--- src/design/png_sv_pkg.sv ---
// Package for the PNG stream validator: verdict codes, PNG constants and
// the byte-wise CRC-32 and signature byte helpers. No dependencies.
package png_sv_pkg;

    // verdict codes
    typedef enum logic [2:0] {
        VERDICT_OK        = 3'd0,
        VERDICT_BAD_SIG   = 3'd1,
        VERDICT_ORDER     = 3'd2,
        VERDICT_CRITICAL  = 3'd3,
        VERDICT_CRC       = 3'd4,
        VERDICT_TRUNCATED = 3'd5
    } verdict_t;

    localparam logic [31:0] CRC_POLY   = 32'hEDB8_8320;
    localparam logic [31:0] ALL_ONES   = 32'hFFFF_FFFF;
    localparam logic [63:0] PNG_SIG    = 64'h8950_4E47_0D0A_1A0A;
    localparam logic [31:0] TYPE_IHDR  = 32'h4948_4452;
    localparam logic [31:0] TYPE_IDAT  = 32'h4944_4154;
    localparam logic [31:0] TYPE_IEND  = 32'h4945_4E44;
    localparam logic [31:0] TYPE_PLTE  = 32'h504C_5445;
    localparam logic [7:0]  LOWER_A    = 8'h61;
    localparam logic [7:0]  LOWER_Z    = 8'h7A;
    localparam int          MIN_IMAGE_LEN = 44;

    // reflected crc-32 update by one byte
    function automatic logic [31:0] crc_byte(input logic [31:0] crc_in,
                                             input logic [7:0]  data_in);
        logic [31:0] c;
        c = crc_in ^ {24'd0, data_in};
        for (int k = 0; k < 8; k++)
        begin
            c = c[0] ? (CRC_POLY ^ (c >> 1)) : (c >> 1);
        end
        return c;
    endfunction

    // expected signature byte at position idx, first byte at idx 0
    function automatic logic [7:0] sig_byte(input logic [2:0] idx);
        logic [63:0] shifted;
        shifted = PNG_SIG >> {~idx, 3'b000};
        return shifted[7:0];
    endfunction

endpackage

--- src/design/png_stream_validator_core.sv ---
// Top level of the PNG stream validator: byte parser, chunk order and CRC
// checks, and a two-entry result buffer. Depends on png_sv_pkg.

// The block takes one byte per cycle on the item channel while item_ready
// is high; each byte is parsed combinationally, the longest path being
// the eight-step CRC-32 update of one byte. A byte with first_byte set
// restarts the parser. At most one result request is made per stream,
// registered from the byte that decides it: at a good IEND crc, at the
// first error, or at the byte marked last_byte. The output register plus
// one skid entry let the parser keep taking bytes while a result waits;
// item_ready drops only when both entries are full. image_length counts
// the bytes of the stream up to and including the deciding byte and
// saturates at all ones.
module png_stream_validator_core (
    input  logic                  clk,
    input  logic                  rst_n,
    input  logic                  item_valid,
    output logic                  item_ready,
    input  logic [7:0]            data_byte,
    input  logic                  first_byte,
    input  logic                  last_byte,
    output logic                  result_valid,
    input  logic                  result_ready,
    output png_sv_pkg::verdict_t  verdict,
    output logic [31:0]           image_length
);
    import png_sv_pkg::*;

    typedef enum logic [2:0] {
        PH_SIG  = 3'd0,
        PH_LEN  = 3'd1,
        PH_TYPE = 3'd2,
        PH_DATA = 3'd3,
        PH_CRC  = 3'd4
    } phase_t;

    phase_t      phase_reg, phase_next, phase_eff;
    logic [31:0] field_count_reg, field_count_next, field_count_eff;
    logic [31:0] chunk_length_reg, chunk_length_next, chunk_length_eff;
    logic [31:0] chunk_type_reg, chunk_type_next, chunk_type_eff;
    logic [31:0] running_crc_reg, running_crc_next, running_crc_eff;
    logic [31:0] stored_crc_reg, stored_crc_next, stored_crc_eff;
    logic        seen_header_reg, seen_header_next, seen_header_eff;
    logic        seen_data_reg, seen_data_next, seen_data_eff;
    logic [31:0] total_count_reg, total_count_next, total_count_eff;
    logic        finished_reg, finished_next, finished_eff;

    logic        out_valid_reg;
    verdict_t    out_verdict_reg;
    logic [31:0] out_length_reg;
    logic        skid_valid_reg;
    verdict_t    skid_verdict_reg;
    logic [31:0] skid_length_reg;

    logic        accept;
    logic        out_take;
    logic        have_result;
    verdict_t    result_code;
    logic [31:0] count_inc;

    assign item_ready   = !skid_valid_reg;
    assign accept       = item_valid && item_ready;
    assign result_valid = out_valid_reg;
    assign verdict      = out_verdict_reg;
    assign image_length = out_length_reg;
    assign out_take     = out_valid_reg && result_ready;
    assign count_inc    = field_count_eff + 32'd1;

    // parser state as seen by this byte, reset first when a stream starts
    always_comb
    begin
        if (first_byte)
        begin
            phase_eff        = PH_SIG;
            field_count_eff  = '0;
            chunk_length_eff = '0;
            chunk_type_eff   = '0;
            running_crc_eff  = ALL_ONES;
            stored_crc_eff   = '0;
            seen_header_eff  = 1'b0;
            seen_data_eff    = 1'b0;
            total_count_eff  = '0;
            finished_eff     = 1'b0;
        end
        else
        begin
            phase_eff        = phase_reg;
            field_count_eff  = field_count_reg;
            chunk_length_eff = chunk_length_reg;
            chunk_type_eff   = chunk_type_reg;
            running_crc_eff  = running_crc_reg;
            stored_crc_eff   = stored_crc_reg;
            seen_header_eff  = seen_header_reg;
            seen_data_eff    = seen_data_reg;
            total_count_eff  = total_count_reg;
            finished_eff     = finished_reg;
        end
    end

    // one byte of parsing
    always_comb
    begin
        phase_next        = phase_eff;
        field_count_next  = field_count_eff;
        chunk_length_next = chunk_length_eff;
        chunk_type_next   = chunk_type_eff;
        running_crc_next  = running_crc_eff;
        stored_crc_next   = stored_crc_eff;
        seen_header_next  = seen_header_eff;
        seen_data_next    = seen_data_eff;
        total_count_next  = total_count_eff;
        finished_next     = finished_eff;
        have_result       = 1'b0;
        result_code       = VERDICT_OK;

        if (!finished_eff)
        begin
            if (total_count_eff != ALL_ONES)
            begin
                total_count_next = total_count_eff + 32'd1;
            end

            case (phase_eff)
                PH_SIG:
                begin
                    if (data_byte != sig_byte(field_count_eff[2:0]))
                    begin
                        have_result = 1'b1;
                        result_code = VERDICT_BAD_SIG;
                    end
                    else if (count_inc == 32'd8)
                    begin
                        phase_next       = PH_LEN;
                        field_count_next = '0;
                    end
                    else
                    begin
                        field_count_next = count_inc;
                    end
                end
                PH_LEN:
                begin
                    chunk_length_next = {chunk_length_eff[23:0], data_byte};
                    if (count_inc == 32'd4)
                    begin
                        phase_next       = PH_TYPE;
                        field_count_next = '0;
                        running_crc_next = ALL_ONES;
                    end
                    else
                    begin
                        field_count_next = count_inc;
                    end
                end
                PH_TYPE:
                begin
                    chunk_type_next  = {chunk_type_eff[23:0], data_byte};
                    running_crc_next = crc_byte(running_crc_eff, data_byte);
                    if (count_inc == 32'd4)
                    begin
                        field_count_next = '0;
                        phase_next = (chunk_length_eff != 32'd0) ? PH_DATA : PH_CRC;
                        // chunk order and critical chunk rules
                        case (chunk_type_next)
                            TYPE_IHDR:
                            begin
                                if (seen_header_eff)
                                begin
                                    have_result = 1'b1;
                                    result_code = VERDICT_ORDER;
                                end
                                else
                                begin
                                    seen_header_next = 1'b1;
                                end
                            end
                            TYPE_IDAT:
                            begin
                                if (!seen_header_eff)
                                begin
                                    have_result = 1'b1;
                                    result_code = VERDICT_ORDER;
                                end
                                else
                                begin
                                    seen_data_next = 1'b1;
                                end
                            end
                            TYPE_IEND:
                            begin
                                if (!seen_header_eff || !seen_data_eff)
                                begin
                                    have_result = 1'b1;
                                    result_code = VERDICT_ORDER;
                                end
                            end
                            TYPE_PLTE:
                            begin
                                if (!seen_header_eff)
                                begin
                                    have_result = 1'b1;
                                    result_code = VERDICT_ORDER;
                                end
                            end
                            default:
                            begin
                                if (!seen_header_eff)
                                begin
                                    have_result = 1'b1;
                                    result_code = VERDICT_ORDER;
                                end
                                else if (!(chunk_type_next[31:24] inside
                                           {[LOWER_A:LOWER_Z]}))
                                begin
                                    have_result = 1'b1;
                                    result_code = VERDICT_CRITICAL;
                                end
                            end
                        endcase
                    end
                    else
                    begin
                        field_count_next = count_inc;
                    end
                end
                PH_DATA:
                begin
                    running_crc_next = crc_byte(running_crc_eff, data_byte);
                    if (count_inc == chunk_length_eff)
                    begin
                        phase_next       = PH_CRC;
                        field_count_next = '0;
                    end
                    else
                    begin
                        field_count_next = count_inc;
                    end
                end
                default:
                begin
                    stored_crc_next = {stored_crc_eff[23:0], data_byte};
                    if (count_inc == 32'd4)
                    begin
                        field_count_next = '0;
                        if (stored_crc_next != (running_crc_eff ^ ALL_ONES))
                        begin
                            have_result = 1'b1;
                            result_code = VERDICT_CRC;
                        end
                        else if (chunk_type_eff == TYPE_IEND)
                        begin
                            have_result = 1'b1;
                            result_code = VERDICT_OK;
                        end
                        else
                        begin
                            phase_next = PH_LEN;
                        end
                    end
                    else
                    begin
                        field_count_next = count_inc;
                    end
                end
            endcase

            // end of buffer without a verdict
            if (!have_result && last_byte)
            begin
                have_result = 1'b1;
                result_code = VERDICT_TRUNCATED;
            end
            if (have_result)
            begin
                finished_next = 1'b1;
            end
        end
    end

    // parser state registers
    always_ff @(posedge clk or negedge rst_n)
    begin
        if (!rst_n)
        begin
            phase_reg        <= PH_SIG;
            field_count_reg  <= '0;
            chunk_length_reg <= '0;
            chunk_type_reg   <= '0;
            running_crc_reg  <= ALL_ONES;
            stored_crc_reg   <= '0;
            seen_header_reg  <= 1'b0;
            seen_data_reg    <= 1'b0;
            total_count_reg  <= '0;
            finished_reg     <= 1'b0;
        end
        else if (accept)
        begin
            phase_reg        <= phase_next;
            field_count_reg  <= field_count_next;
            chunk_length_reg <= chunk_length_next;
            chunk_type_reg   <= chunk_type_next;
            running_crc_reg  <= running_crc_next;
            stored_crc_reg   <= stored_crc_next;
            seen_header_reg  <= seen_header_next;
            seen_data_reg    <= seen_data_next;
            total_count_reg  <= total_count_next;
            finished_reg     <= finished_next;
        end
    end

    // result buffer control: output register and skid entry
    always_ff @(posedge clk or negedge rst_n)
    begin
        if (!rst_n)
        begin
            out_valid_reg  <= 1'b0;
            skid_valid_reg <= 1'b0;
        end
        else if (skid_valid_reg)
        begin
            if (out_take)
            begin
                skid_valid_reg <= 1'b0;
            end
        end
        else if (accept && have_result)
        begin
            if (out_valid_reg && !out_take)
            begin
                skid_valid_reg <= 1'b1;
            end
            else
            begin
                out_valid_reg <= 1'b1;
            end
        end
        else if (out_take)
        begin
            out_valid_reg <= 1'b0;
        end
    end

    // result buffer payload
    always_ff @(posedge clk)
    begin
        if (skid_valid_reg)
        begin
            if (out_take)
            begin
                out_verdict_reg <= skid_verdict_reg;
                out_length_reg  <= skid_length_reg;
            end
        end
        else if (accept && have_result)
        begin
            if (out_valid_reg && !out_take)
            begin
                skid_verdict_reg <= result_code;
                skid_length_reg  <= total_count_next;
            end
            else
            begin
                out_verdict_reg <= result_code;
                out_length_reg  <= total_count_next;
            end
        end
    end

    // skid entry is only used behind a waiting output
    assert property (@(posedge clk) disable iff (!rst_n)
        skid_valid_reg |-> out_valid_reg)
        else $error("skid entry full while output register empty");

    // a decided byte closes the stream
    assert property (@(posedge clk) disable iff (!rst_n)
        (accept && have_result) |=> finished_reg)
        else $error("stream not closed after its verdict");

    // a valid image holds at least signature, IHDR, IDAT and IEND
    assert property (@(posedge clk) disable iff (!rst_n)
        (out_valid_reg && out_verdict_reg == VERDICT_OK)
            |-> (out_length_reg >= 32'(MIN_IMAGE_LEN)))
        else $error("valid verdict with too short an image");

    // no chunk has been seen while the signature is still being checked
    assert property (@(posedge clk) disable iff (!rst_n)
        (phase_reg == PH_SIG) |-> (!seen_header_reg && !seen_data_reg))
        else $error("chunk flags set during signature phase");

endmodule

--- config.mk ---
export PLATFORM = sky130hd
export DESIGN_NAME = png_stream_validator_core
export DESIGN_NICKNAME = d
export VERILOG_FILES = /design/src/design/png_sv_pkg.sv /design/src/design/png_stream_validator_core.sv
export SDC_FILE = /design/constraint.sdc
export NUM_CORES = 1
export LEC_CHECK = 0
export ABC_CLOCK_PERIOD_IN_PS = 5300
export BUFFER_PORTS_ARGS = -buffer_cell sky130_fd_sc_hd__buf_2
export CAP_MARGIN = 30
export CORE_MARGIN = 3
export CORE_UTILIZATION = 30
export DETAILED_ROUTE_END_ITERATION = 10
export PLACE_DENSITY = 0.43
export SLEW_MARGIN = 40
export SYNTH_ARGS = -nofsm -noshare
export SYNTH_HDL_FRONTEND = slang
export SYNTH_SLANG_ARGS = --single-unit
--- constraint.sdc ---
create_clock -name clk -period 5.3 [get_ports clk]
set_input_delay 0.53 -clock clk [delete_from_list [all_inputs] [get_ports clk]]
set_output_delay 0.53 -clock clk [all_outputs]
set_load 0.05 [all_outputs]
==> Implementation_results.wiki, run 1 <==
{| class="wikitable"
! Metric !! Value
|-
| Total congestion overflow after global routing || 0
|-
| Antenna violations before repair || 0
|-
| Max transition margin || 45.2%
|-
| Area of the core region || 54300 um2
|-
| Setup repair after global routing missed its margin || no
|-
| Cell Area, Synth || 16600 um2
|-
| Data required, critical path || 5690 ps
|-
| Routed wire length per instance || between 20 and 25 um
|-
| Gate count after technology mapping || 1866
|-
| Sum of internal, switching and leakage power || 9.00 mW
|-
| Kind of path behind the tightest hold check || in2async
|-
| Final standard cell count with taps included and fillers excluded || 2642
|-
| Number of buffer cells added on primary ports || 50
|-
| Period utilisation layout || ~89%
|-
| Slowest CP cell || sky130_fd_sc_hd__nor4_2
|-
| Boundary pin count || 51
|-
| Mapped Nets || 1890
|-
| Dominant synthesized flop cell || sky130_fd_sc_hd__dfrtp_1
|-
| Setup violation total in the final timing report || 0
|-
| X dimension of the die || 241 um
|-
| Via density || ~5.4
|-
| Post-detailed-placement half-perimeter wirelength || between 30 and 40 mm
|-
| Synthesis-to-finish area growth || 14.1%
|-
| Worst setup skew after layout || between 20 and 25 ps
|-
| Number of clock sinks || 262
|-
| Hold violation count in the final report || 0
|-
| Number of flops mapped to enable cells by yosys || 70
|-
| Post-CTS sizing || 0
|-
| IR drop worst, VDD || 0.000219 V
|-
| Depth of the worst register-to-register path || 12
|-
| GP Congestion || 0.892
|-
| Total via count in the routed design || ~14000
|-
| Kind of critical path || reg2reg
|-
| Skew-Pair Late Insertion Delay || roughly 550 ps
|-
| Number of post-CTS setup repair buffers || 0
|-
| Count of H-tree levels built during CTS || 2
|-
| Commonest non-fill, non-tap cells in the layout || sky130_fd_sc_hd__nand2_1 (234), sky130_fd_sc_hd__dfrtp_1 (160), sky130_fd_sc_hd__nor2_1 (139)
|-
| Number of warnings reported in the yosys synthesis log || 0
|-
| Clock-pin slew reported for the worst setup and hold paths after clock tree synthesis || approximately 60 ps
|-
| Highest net fanout along the worst path || 14
|-
| Leakage || 7.35 nW
|-
| Pin count of the biggest net entering global routing || 125
|-
| Number of detailed-route iterations in the first pass || 6
|-
| Global-route wire length before repair || 88.4 mm
|-
| Slew @ Worst Pin || 816 ps
|-
| Worst setup EP type || flip-flop
|-
| Proportion of layout cells with a drive suffix above 1 || 13.7%
|-
| Total routing resource utilization after global routing || 19.6%
|-
| Chain of cells forming the critical path || nand4_2 -> nor4_2 -> nand4_1 -> xnor2_1 -> nor3_1 -> a41oi_1 -> buf_4 -> o31ai_1 -> buf_4 -> nor2_1 -> o21ai_0 -> o211ai_1
|-
| Post-route minimum period || 4740 ps
|-
| Initial cell density of the core || 30.6%
|-
| Number of inserted diodes || 0
|-
| Maximum count of clock buffers along a single path || 3
|-
| Seq/Total Area, Yosys || 41.8%
|-
| DRC violation total after the first TritonRoute iteration || 1109
|-
| Flip-flop and latch count after synthesis || 262
|-
| Syn_area_per_cell || 8.92 um2
|-
| Inserted Clock Buffers || 34
|-
| Timing-limited maximum frequency || 211 MHz
|-
| P per Cell Area || approximately 470 nW/um2
|-
| Cell mode on critical path || sky130_fd_sc_hd__buf_4
|-
| Crit path launch type || flip-flop
|-
| Number of max-capacitance violations reported || 0
|-
| Outcome || finished clean
|-
| Setup TNS after final layout || 0 ps
|-
| Most common cell after layout, fill and taps aside || sky130_fd_sc_hd__nand2_1
|-
| Worst stage delay on the critical path || 800 ps
|-
| Layout net count || 1902
|-
| Root Buffer || sky130_fd_sc_hd__clkbuf_16
|-
| Proportion of register bits with asynchronous set or reset after synthesis || 73.3%
|-
| Dpl cells || 2581
|-
| Number of global-route vias before repair || between 10000 and 15000
|-
| Number of distinct library cells after synthesis || 89
|-
| Crit path arrival time || 5130 ps
|-
| Max-slew violations || 0
|-
| Hold-fix buffers at CTS || 0
|-
| CTS tree || done
|-
| Die Height || roughly 240 um
|-
| DRC Markers || 0
|-
| Number of nets with antenna violations after routing || 0
|-
| Routed WL || 57.4 mm
|-
| Die area || 58300 um2
|-
| Number of placement rows || 85
|-
| # fillers || 5637
|}
-- worst paths after layout --
kind,end,slack (ps),start
min in group clk,skid_valid_reg$_DFF_PN0_,210,result_ready
max in group asynchronous,total_count_reg[22]$_DFFE_PN0P_,4140,rst_n
worst max-delay path,field_count_reg[0]$_DFFE_PN0P_,560,field_count_reg[4]$_DFFE_PN0P_
worst min register to register,total_count_reg[19]$_DFFE_PN0P_,490,total_count_reg[19]$_DFFE_PN0P_
worst max register to register,field_count_reg[0]$_DFFE_PN0P_,560,field_count_reg[4]$_DFFE_PN0P_
worst min-delay path,chunk_type_reg[30]$_DFFE_PN0P_,9,rst_n
-- metal layers --
layer / share of wire, % / vias to the layer above / GRT usage (%) / wire length [um]
met5: 0 / - / 0 / 0
met4: 2.4 / 0 / 5.47 / 1360
met3: 5.1 / 84 / 3.01 / 2900
met2: 46 / 364 / 31.4 / 26600
met1: 46 / 7095 / 27.6 / 26600
li1: - / 6798 / - / -
-- worst max-delay path: cells and delay by family (launching register included) --
| family | cells | cell delay, ps |
|---|---|---|
| buf+inv | 2 | 490 |
| xor+xnor | 1 | 250 |
| flops | 1 | 650 |
| simple gates | 5 | 1950 |
| compound gates | 4 | 1240 |
-- cell families (layout without fill, tap and decap cells) --
group	Yosys count	count (layout)	synth area share, %
compound gates	515	515	20.3
xor+xnor	198	198	10.6
fa+ha+maj	10	10	0.752
buf+inv	177	214	4.50
flops	262	262	41.8
mux	23	23	1.52
simple gates	681	681	20.6
-- area by class of cell --
type,instances,area (um2),area share (%)
clock buffers,44,928,4.89
well taps,739,925,4.87
repair buffers,113,764,4.03
flip-flops and latches,262,6950,36.6
clock inverters,17,231,1.22
multi-input cells,1427,9040,47.6
inverters,40,150,0.791
-- power breakdown --
part	internal, mW	leakage, nW	switching [mW]
logic	1.29	3.62	2.11
clock network	1.45	0.556	0.972
registers	2.63	3.17	0.551
-- synthesized netlist by cell type (all sizes together) (5+ instances only) --
library cell | instances | area, um2
nand3b | 8 | 85.1
xor2 | 63 | 552
o221ai | 5 | 50.0
mux2 | 15 | 173
a22o | 41 | 359
inv | 40 | 150
edfxtp | 70 | 2100
nor4 | 36 | 259
nor2 | 146 | 556
nand4 | 40 | 269
xnor2 | 135 | 1210
dfrtp | 160 | 4000
nand2b | 15 | 93.8
clkbuf | 91 | 343
a2bb2oi | 26 | 228
or2 | 8 | 50.1
o211ai | 7 | 52.6
nand4b | 7 | 67.6
ha | 10 | 125
a22oi | 57 | 428
buf | 46 | 255
nor3 | 45 | 236
o21ai | 147 | 736
o31ai | 23 | 183
o22ai | 13 | 81.3
and2 | 9 | 56.3
nor4b | 9 | 78.8
and4 | 6 | 52.6
and3 | 21 | 131
nand2 | 236 | 886
dfstp | 32 | 841
mux2i | 8 | 80.1
a2111oi | 5 | 62.6
nor2b | 24 | 150
o211a | 5 | 50.1
or4 | 7 | 56.3
a21oi | 102 | 510
a31oi | 37 | 231
or3 | 9 | 56.3
nand3 | 40 | 200
o21a | 10 | 75.1
-- metrics by stage --
step                      instance area (um2)  setup slack, ps  utilization, %  hold WS, ps
after floorplan                         16700             34.9               -          234
after global placement                  17800              382            32.8          479
after CTS                               19000              419            34.9         82.6
final                                   19000              559            34.9         8.73
after global routing                    19000              309            34.9         61.5
after detailed placement                17800              406            32.8          482
Power figures use the tool's default switching activity.
==> inputs of run 2 (changes only) <==
ABC_CLOCK_PERIOD_IN_PS = 4300   (was 5300)
GPL_ROUTABILITY_DRIVEN = 0   (was not set)
clock period = 4.3 ns   (was 5.3 ns; I/O delays follow)
==> run 2 against run 1 <==
Compared with the run above:
- first-iteration DRC count rose by 17%
- maximum frequency rose by 17%
- via count rose by 1.4%
- utilization rose by 0.83 points
- clock skew rose by 4.4 ps
- design area rose by 2.4%
- routed wire length barely moved
- critical endpoint is now image_length[10]$_DFFE_PP_
- largest power group unchanged
- highest routed layer unchanged
==> Implementation_results.wiki, run 2 (synthesis results as in run 1) <==
{| class="wikitable"
! Metric !! Value
|-
| Outcome || finished clean
|-
| Number of post-CTS setup repair buffers || 0
|-
| Post-detailed-placement half-perimeter wirelength || 39.4 mm
|-
| RR Endpoint || image_length[10]$_DFFE_PP_
|-
| Root Buffer || sky130_fd_sc_hd__clkbuf_16
|-
| Pin count of the biggest net entering global routing || 90
|-
| R2r setup slk || 260 ps
|-
| Commonest non-fill, non-tap cells in the layout || sky130_fd_sc_hd__nand2_1 (233), sky130_fd_sc_hd__dfrtp_1 (160), sky130_fd_sc_hd__nor2_1 (141)
|-
| Skew-Pair Late Insertion Delay || 560 ps
|-
| Global-route wire length before repair || 88.7 mm
|-
| IR drop worst, VDD || ~0.00026 V
|-
| Setup repair after global routing missed its margin || no
|-
| Routed WL || 57.4 mm
|-
| Highest net fanout along the worst path || 19
|-
| Clock-pin slew reported for the worst setup and hold paths after clock tree synthesis || 60 ps
|-
| Die Height || 241 um
|-
| Die area || 58300 um2
|-
| Setup violation total in the final timing report || 0
|-
| Boundary pin count || between 50 and 60
|-
| Slew @ Worst Pin || 866 ps
|-
| # fillers || 5580
|-
| Number of placement rows || 85
|-
| Worst setup skew after layout || 26.1 ps
|-
| Leakage || about 7.6 nW
|-
| Crit path launch type || flip-flop
|-
| Routed wire length per instance || 21.4 um
|-
| Layout net count || 1941
|-
| Antenna violations before repair || 0
|-
| Chain of cells forming the critical path || buf_4 -> nand3b_1 -> nor3_1 -> nand4_1 -> xor2_1 -> o2111a_1 -> nand4_2 -> or2_1 -> o31ai_4 -> nand2_2 -> a21boi_4 -> buf_12
|-
| Number of nets with antenna violations after routing || 0
|-
| Slowest CP cell || sky130_fd_sc_hd__nor3_1
|-
| Worst setup timing slack at the placement stage || 11.9 ps
|-
| Kind of path behind the tightest hold check || in2reg
|-
| Number of buffer cells added on primary ports || 50
|-
| Kind of critical path || reg2reg
|-
| Depth of the worst register-to-register path || 12
|-
| Most common cell after layout, fill and taps aside || sky130_fd_sc_hd__nand2_1
|-
| Worst setup path endpoint || image_length[10]$_DFFE_PP_
|-
| Count of H-tree levels built during CTS || 2
|-
| Crit path arrival time || 4280 ps
|-
| Inserted Clock Buffers || 35
|-
| Worst stage delay on the critical path || 760 ps
|-
| DRC Markers || 0
|-
| Worst hold margin || 110 ps
|-
| Cell area after layout || 19400 um2
|-
| Period utilisation layout || 94.1%
|-
| Initial cell density of the core || between 30% and 40%
|-
| Dpl cells || 2618
|-
| Worst setup EP type || flip-flop
|-
| Maximum count of clock buffers along a single path || 3
|-
| Number of max-capacitance violations reported || 0
|-
| Total congestion overflow after global routing || 0
|-
| Final standard cell count with taps included and fillers excluded || 2682
|-
| Number of global-route vias before repair || 14203
|-
| Bufs and invs on worst path || 2
|-
| Utilization of the core after routing || 35.8%
|-
| CTS tree || done
|-
| Timing-limited maximum frequency || 247 MHz
|-
| Total routing resource utilization after global routing || 19.7%
|-
| P per Cell Area || 579 nW/um2
|-
| Number of inserted diodes || 0
|-
| Number of clock sinks || 262
|-
| Data required, critical path || 4540 ps
|-
| Total via count in the routed design || 14541
|-
| Post-route minimum period || 4040 ps
|-
| Reg2reg start || field_count_reg[0]$_DFFE_PN0P_
|-
| Area of the core region || about 54000 um2
|-
| Hold violation count in the final report || 0
|-
| X dimension of the die || around 240 um
|-
| Max-slew violations || 0
|-
| Top Family by Delay on Critical Path || simple AND/OR/NAND/NOR gates
|-
| DRC violation total after the first TritonRoute iteration || 1298
|-
| Via density || approximately 5.4
|-
| Max transition margin || 41.8%
|-
| Post-DP Area || 18200 um2
|-
| Proportion of layout cells with a drive suffix above 1 || 15.6%
|-
| Fin worst setup slack || 256 ps
|-
| Number of detailed-route iterations in the first pass || 7
|-
| Total number of cells along the worst setup path || 12
|-
| Timing startpoint of the critical path || field_count_reg[0]$_DFFE_PN0P_
|-
| Synthesis-to-finish area growth || 16.8%
|}
## run 2: cell type report
class                   count  area [um2]  area share [%]
inverters                  40         153           0.786
well taps                 739         925            4.76
repair buffers            151        1170            6.03
flip-flops and latches    262        6950            35.7
clock inverters            11         155           0.798
multi-input cells        1427        9040            46.5
clock buffers              52        1040            5.36
## run 2: repair_timing
| item | 4_1_cts | 5_1_grt |
|---|---|---|
| gates resized for setup | 0 | 2 |
| hold endpoints to repair | 45 | 0 |
| endpoints found under the setup margin | 0 | 1 |
| hold buffers | 1 | 0 |
## run 2: per-stage QoR
stage | setup TNS, ps | power (mW)
after floorplan | -28850 | 6.81
after global placement | -26.4 | 8.22
after detailed placement | 0 | 8.23
after CTS | 0 | 11.4
after global routing | 0 | 11.9
final | 0 | 11.3
## run 2: worst min-delay path by stage
| stage | from | endpoint | slack, ps | cells past startpoint |
|---|---|---|---|---|
| floorplan | rst_n | chunk_length_reg[0]$_DFFE_PN0P_ | 130 | 0 |
| global placement | rst_n | field_count_reg[6]$_DFFE_PN0P_ | 450 | 1 |
| detailed placement | rst_n | field_count_reg[6]$_DFFE_PN0P_ | 450 | 1 |
| CTS | result_ready | skid_valid_reg$_DFF_PN0_ | 80 | 2 |
| global route | result_ready | skid_valid_reg$_DFF_PN0_ | 100 | 2 |
| finish | result_ready | skid_valid_reg$_DFF_PN0_ | 110 | 2 |
## run 2: power by group
part | leakage, nW | switching [mW] | internal [mW]
clock | 0.574 | 1.20 | 1.86
sequential | 3.17 | 0.676 | 3.25
combinational | 3.86 | 2.61 | 1.66
total | 7.61 | 4.49 | 6.77
## run 2: per-layer routing
metal  GRT usage [%]  routed length, um  vias to the layer above
met3            2.58               2450                       96
met2            31.6              26500                      385
met5               0                  0                        -
met4            6.57               1670                        0
li1                -                  -                     6868
met1            27.4              26800                     7192
==> inputs of run 3 (changes only) <==
ABC_CLOCK_PERIOD_IN_PS = 4250   (was 4300)
PLACE_DENSITY = 0.41   (was 0.43)
clock period = 4.25 ns   (was 4.3 ns; I/O delays follow)
==> run 3 against run 2 <==
Compared with the run above:
- via count down 0.11%
- clock power grew 1%
- first-iteration DRC count decreased by 5.4%
- flip-flop and latch count unchanged
- critical path depth fell by 1
- maximum frequency is 2.7% higher
- critical path type unchanged
- critical endpoint is now skid_length_reg[7]$_DFFE_PP_
- largest cell class unchanged
==> Implementation_results.wiki, run 3 (synthesis results as in run 1) <==
{| class="wikitable"
! Metric !! Value
|-
| Highest net fanout along the worst path || 25
|-
| Worst setup timing slack at the placement stage || 115 ps
|-
| Commonest non-fill, non-tap cells in the layout || sky130_fd_sc_hd__nand2_1 (233), sky130_fd_sc_hd__dfrtp_1 (159), sky130_fd_sc_hd__nor2_1 (141)
|-
| Depth of the worst register-to-register path || 11
|-
| RR Endpoint || skid_length_reg[7]$_DFFE_PP_
|-
| Global-route wire length before repair || approximately 90 mm
|-
| Die Height || 241 um
|-
| Proportion of layout cells with a drive suffix above 1 || 16.0%
|-
| Cell area after layout || 19500 um2
|-
| Setup violation total in the final timing report || 0
|-
| Number of max-capacitance violations reported || 0
|-
| Worst stage delay on the critical path || 610 ps
|-
| Post-route minimum period || 3940 ps
|-
| Proportion of power drawn by combinational gates || 38.0%
|-
| Sum of internal, switching and leakage power || 11.4 mW
|-
| Timing-limited maximum frequency || around 250 MHz
|-
| Worst hold path endpoint || skid_valid_reg$_DFF_PN0_
|-
| Post-DP Area || 18200 um2
|-
| DRC violation total after the first TritonRoute iteration || 1228
|-
| Period utilisation layout || 92.7%
|-
| Synthesis-to-finish area growth || 17.0%
|-
| Boundary pin count || 51
|-
| Root Buffer || sky130_fd_sc_hd__clkbuf_16
|-
| Total via count in the routed design || 14525
|-
| Initial cell density of the core || 30.6%
|-
| Routed WL || 58.3 mm
|-
| Slowest CP cell || sky130_fd_sc_hd__dfrtp_1
|-
| P_sw || between 4 and 5 mW
|-
| Slew @ Worst Pin || between 600 and 700 ps
|-
| Number of placement rows || 85
|-
| DRC Markers || 0
|-
| Chain of cells forming the critical path || nand3_1 -> or4_1 -> nor2_1 -> xor2_1 -> a221oi_1 -> a41oi_1 -> or2_1 -> o31ai_4 -> nand2_2 -> nor2_4 -> buf_12
|-
| Number of detailed-route iterations in the first pass || 6
|-
| Worst setup EP type || flip-flop
|-
| P per Cell Area || between 500 and 600 nW/um2
|-
| Reg2reg start || field_count_reg[11]$_DFFE_PN0P_
|-
| Maximum count of clock buffers along a single path || 3
|-
| Startpoint of the most critical hold path || result_ready
|-
| Setup repair after global routing missed its margin || no
|-
| Crit path arrival time || 4200 ps
|-
| Count of cells along the worst hold path || 2
|-
| CTS tree || done
|-
| Total congestion overflow after global routing || 0
|-
| Via density || 5.40
|-
| Crit path launch type || flip-flop
|-
| Outcome || finished clean
|-
| Kind of path behind the tightest hold check || in2reg
|-
| Inserted Clock Buffers || 35
|-
| Die area || 58300 um2
|-
| Number of clock sinks || 262
|-
| Pin count of the biggest net entering global routing || 94
|-
| Skew-Pair Late Insertion Delay || 560 ps
|-
| Clock-pin slew reported for the worst setup and hold paths after clock tree synthesis || 60 ps
|-
| Switching power as a share of total power || 39.9%
|-
| Post-detailed-placement half-perimeter wirelength || 40.2 mm
|-
| Worst setup skew after layout || 30.9 ps
|-
| Area of the core region || 54300 um2
|-
| Fin worst setup slack || approximately 310 ps
|-
| Clock share of power || 27.2%
|-
| Hold violation count in the final report || 0
|-
| Number of inserted diodes || 0
|-
| Number of post-CTS setup repair buffers || 0
|-
| Internal cell power || a little under 7 mW
|-
| Dpl cells || 2627
|-
| Leakage || 7.65 nW
|-
| Count of H-tree levels built during CTS || 2
|-
| Total routing resource utilization after global routing || 20.1%
|-
| Number of buffer cells added on primary ports || 50
|-
| Max-slew violations || 0
|-
| Final standard cell count with taps included and fillers excluded || 2688
|-
| Number of global-route vias before repair || 14310
|-
| Sequential cell fraction of total power || a little over a third
|-
| Max transition margin || between 50 and 60%
|-
| Data required, critical path || approximately 4500 ps
|-
| Most common cell after layout, fill and taps aside || sky130_fd_sc_hd__nand2_1
|-
| Layout net count || approximately 2000
|-
| IR drop worst, VDD || 0.000257 V
|-
| X dimension of the die || 241 um
|-
| Routed wire length per instance || 21.7 um
|-
| Antenna violations before repair || 1
|-
| Kind of critical path || reg2reg
|-
| Number of nets with antenna violations after routing || 0
|-
| R2r setup slk || 310 ps
|}
## run 3: per-layer routing
| layer | part of all wire (%) | track usage, % | wire [um] | vias to the layer above |
|---|---|---|---|---|
| met1 | 47 | 28.0 | 27300 | 7196 |
| met5 | 0 | 0 | 0 | - |
| met2 | 47 | 32.7 | 27300 | 351 |
| met4 | 2.2 | 5.23 | 1280 | 0 |
| met3 | 4.1 | 2.86 | 2380 | 83 |
| li1 | - | - | - | 6895 |
## run 3: power groups by stage
| stage | Clock (mW) | Sequential, mW | Combinational, mW |
|---|---|---|---|
| final | 3.10 | 3.98 | 4.33 |
| after global routing | 3.29 | 4.06 | 4.74 |
| after CTS | 3.20 | 3.98 | 4.37 |
| after detailed placement | 0 | 4.03 | 4.34 |
| after global placement | 0 | 4.02 | 4.35 |
| after floorplan | 0 | 4.05 | 2.84 |
## run 3: how the worst max path moves through the flow
stage,cells past startpoint,end,startpoint
after floorplan,20,image_length[0]$_DFFE_PP_,first_byte
after global routing,12,skid_length_reg[16]$_DFFE_PP_,field_count_reg[0]$_DFFE_PN0P_
after CTS,11,skid_length_reg[22]$_DFFE_PP_,field_count_reg[13]$_DFFE_PN0P_
final,11,skid_length_reg[7]$_DFFE_PP_,field_count_reg[11]$_DFFE_PN0P_
after global placement,13,skid_length_reg[15]$_DFFE_PP_,first_byte
after detailed placement,16,skid_length_reg[18]$_DFFE_PP_,first_byte
## run 3: critical path: cells and delay by family, from the launching register on
family / cells / cell delay (ps)
xor gates and xnor gates: 1 / 120
AOI/OAI and AO/OA: 3 / 760
DFF: 1 / 610
buffers and inverters: 1 / 220
and+or+nand+nor: 6 / 1900
## run 3: area by class of cell
| type | count | area, um2 |
|---|---|---|
| Sequential cell | 262 | 6950 |
| Fill cell | 5543 | 34900 |
| Inverter | 40 | 153 |
| Tap cell | 739 | 925 |
| Multi-Input combinational cell | 1427 | 9060 |
| Clock buffer | 46 | 987 |
| Clock inverter | 14 | 205 |
| Timing Repair Buffer | 160 | 1190 |
## run 3: what timing repair did
item / 4_1_cts / 5_1_grt
gates resized for setup: 0 / 4
hold endpoints to repair: 48 / 0
hold buffers: 1 / 0
endpoints found under the setup margin: 0 / 95
## run 3: metrics by stage
| stage | util, % | setup TNS [ps] | hold WS, ps |
|---|---|---|---|
| after floorplan | - | -32000 | 129 |
| after global placement | 33.6 | 0 | 443 |
| after detailed placement | 33.6 | 0 | 448 |
| after CTS | 35.8 | 0 | 84.5 |
| after global routing | 35.8 | 0 | 80.4 |
| final | 35.8 | 0 | 105 |
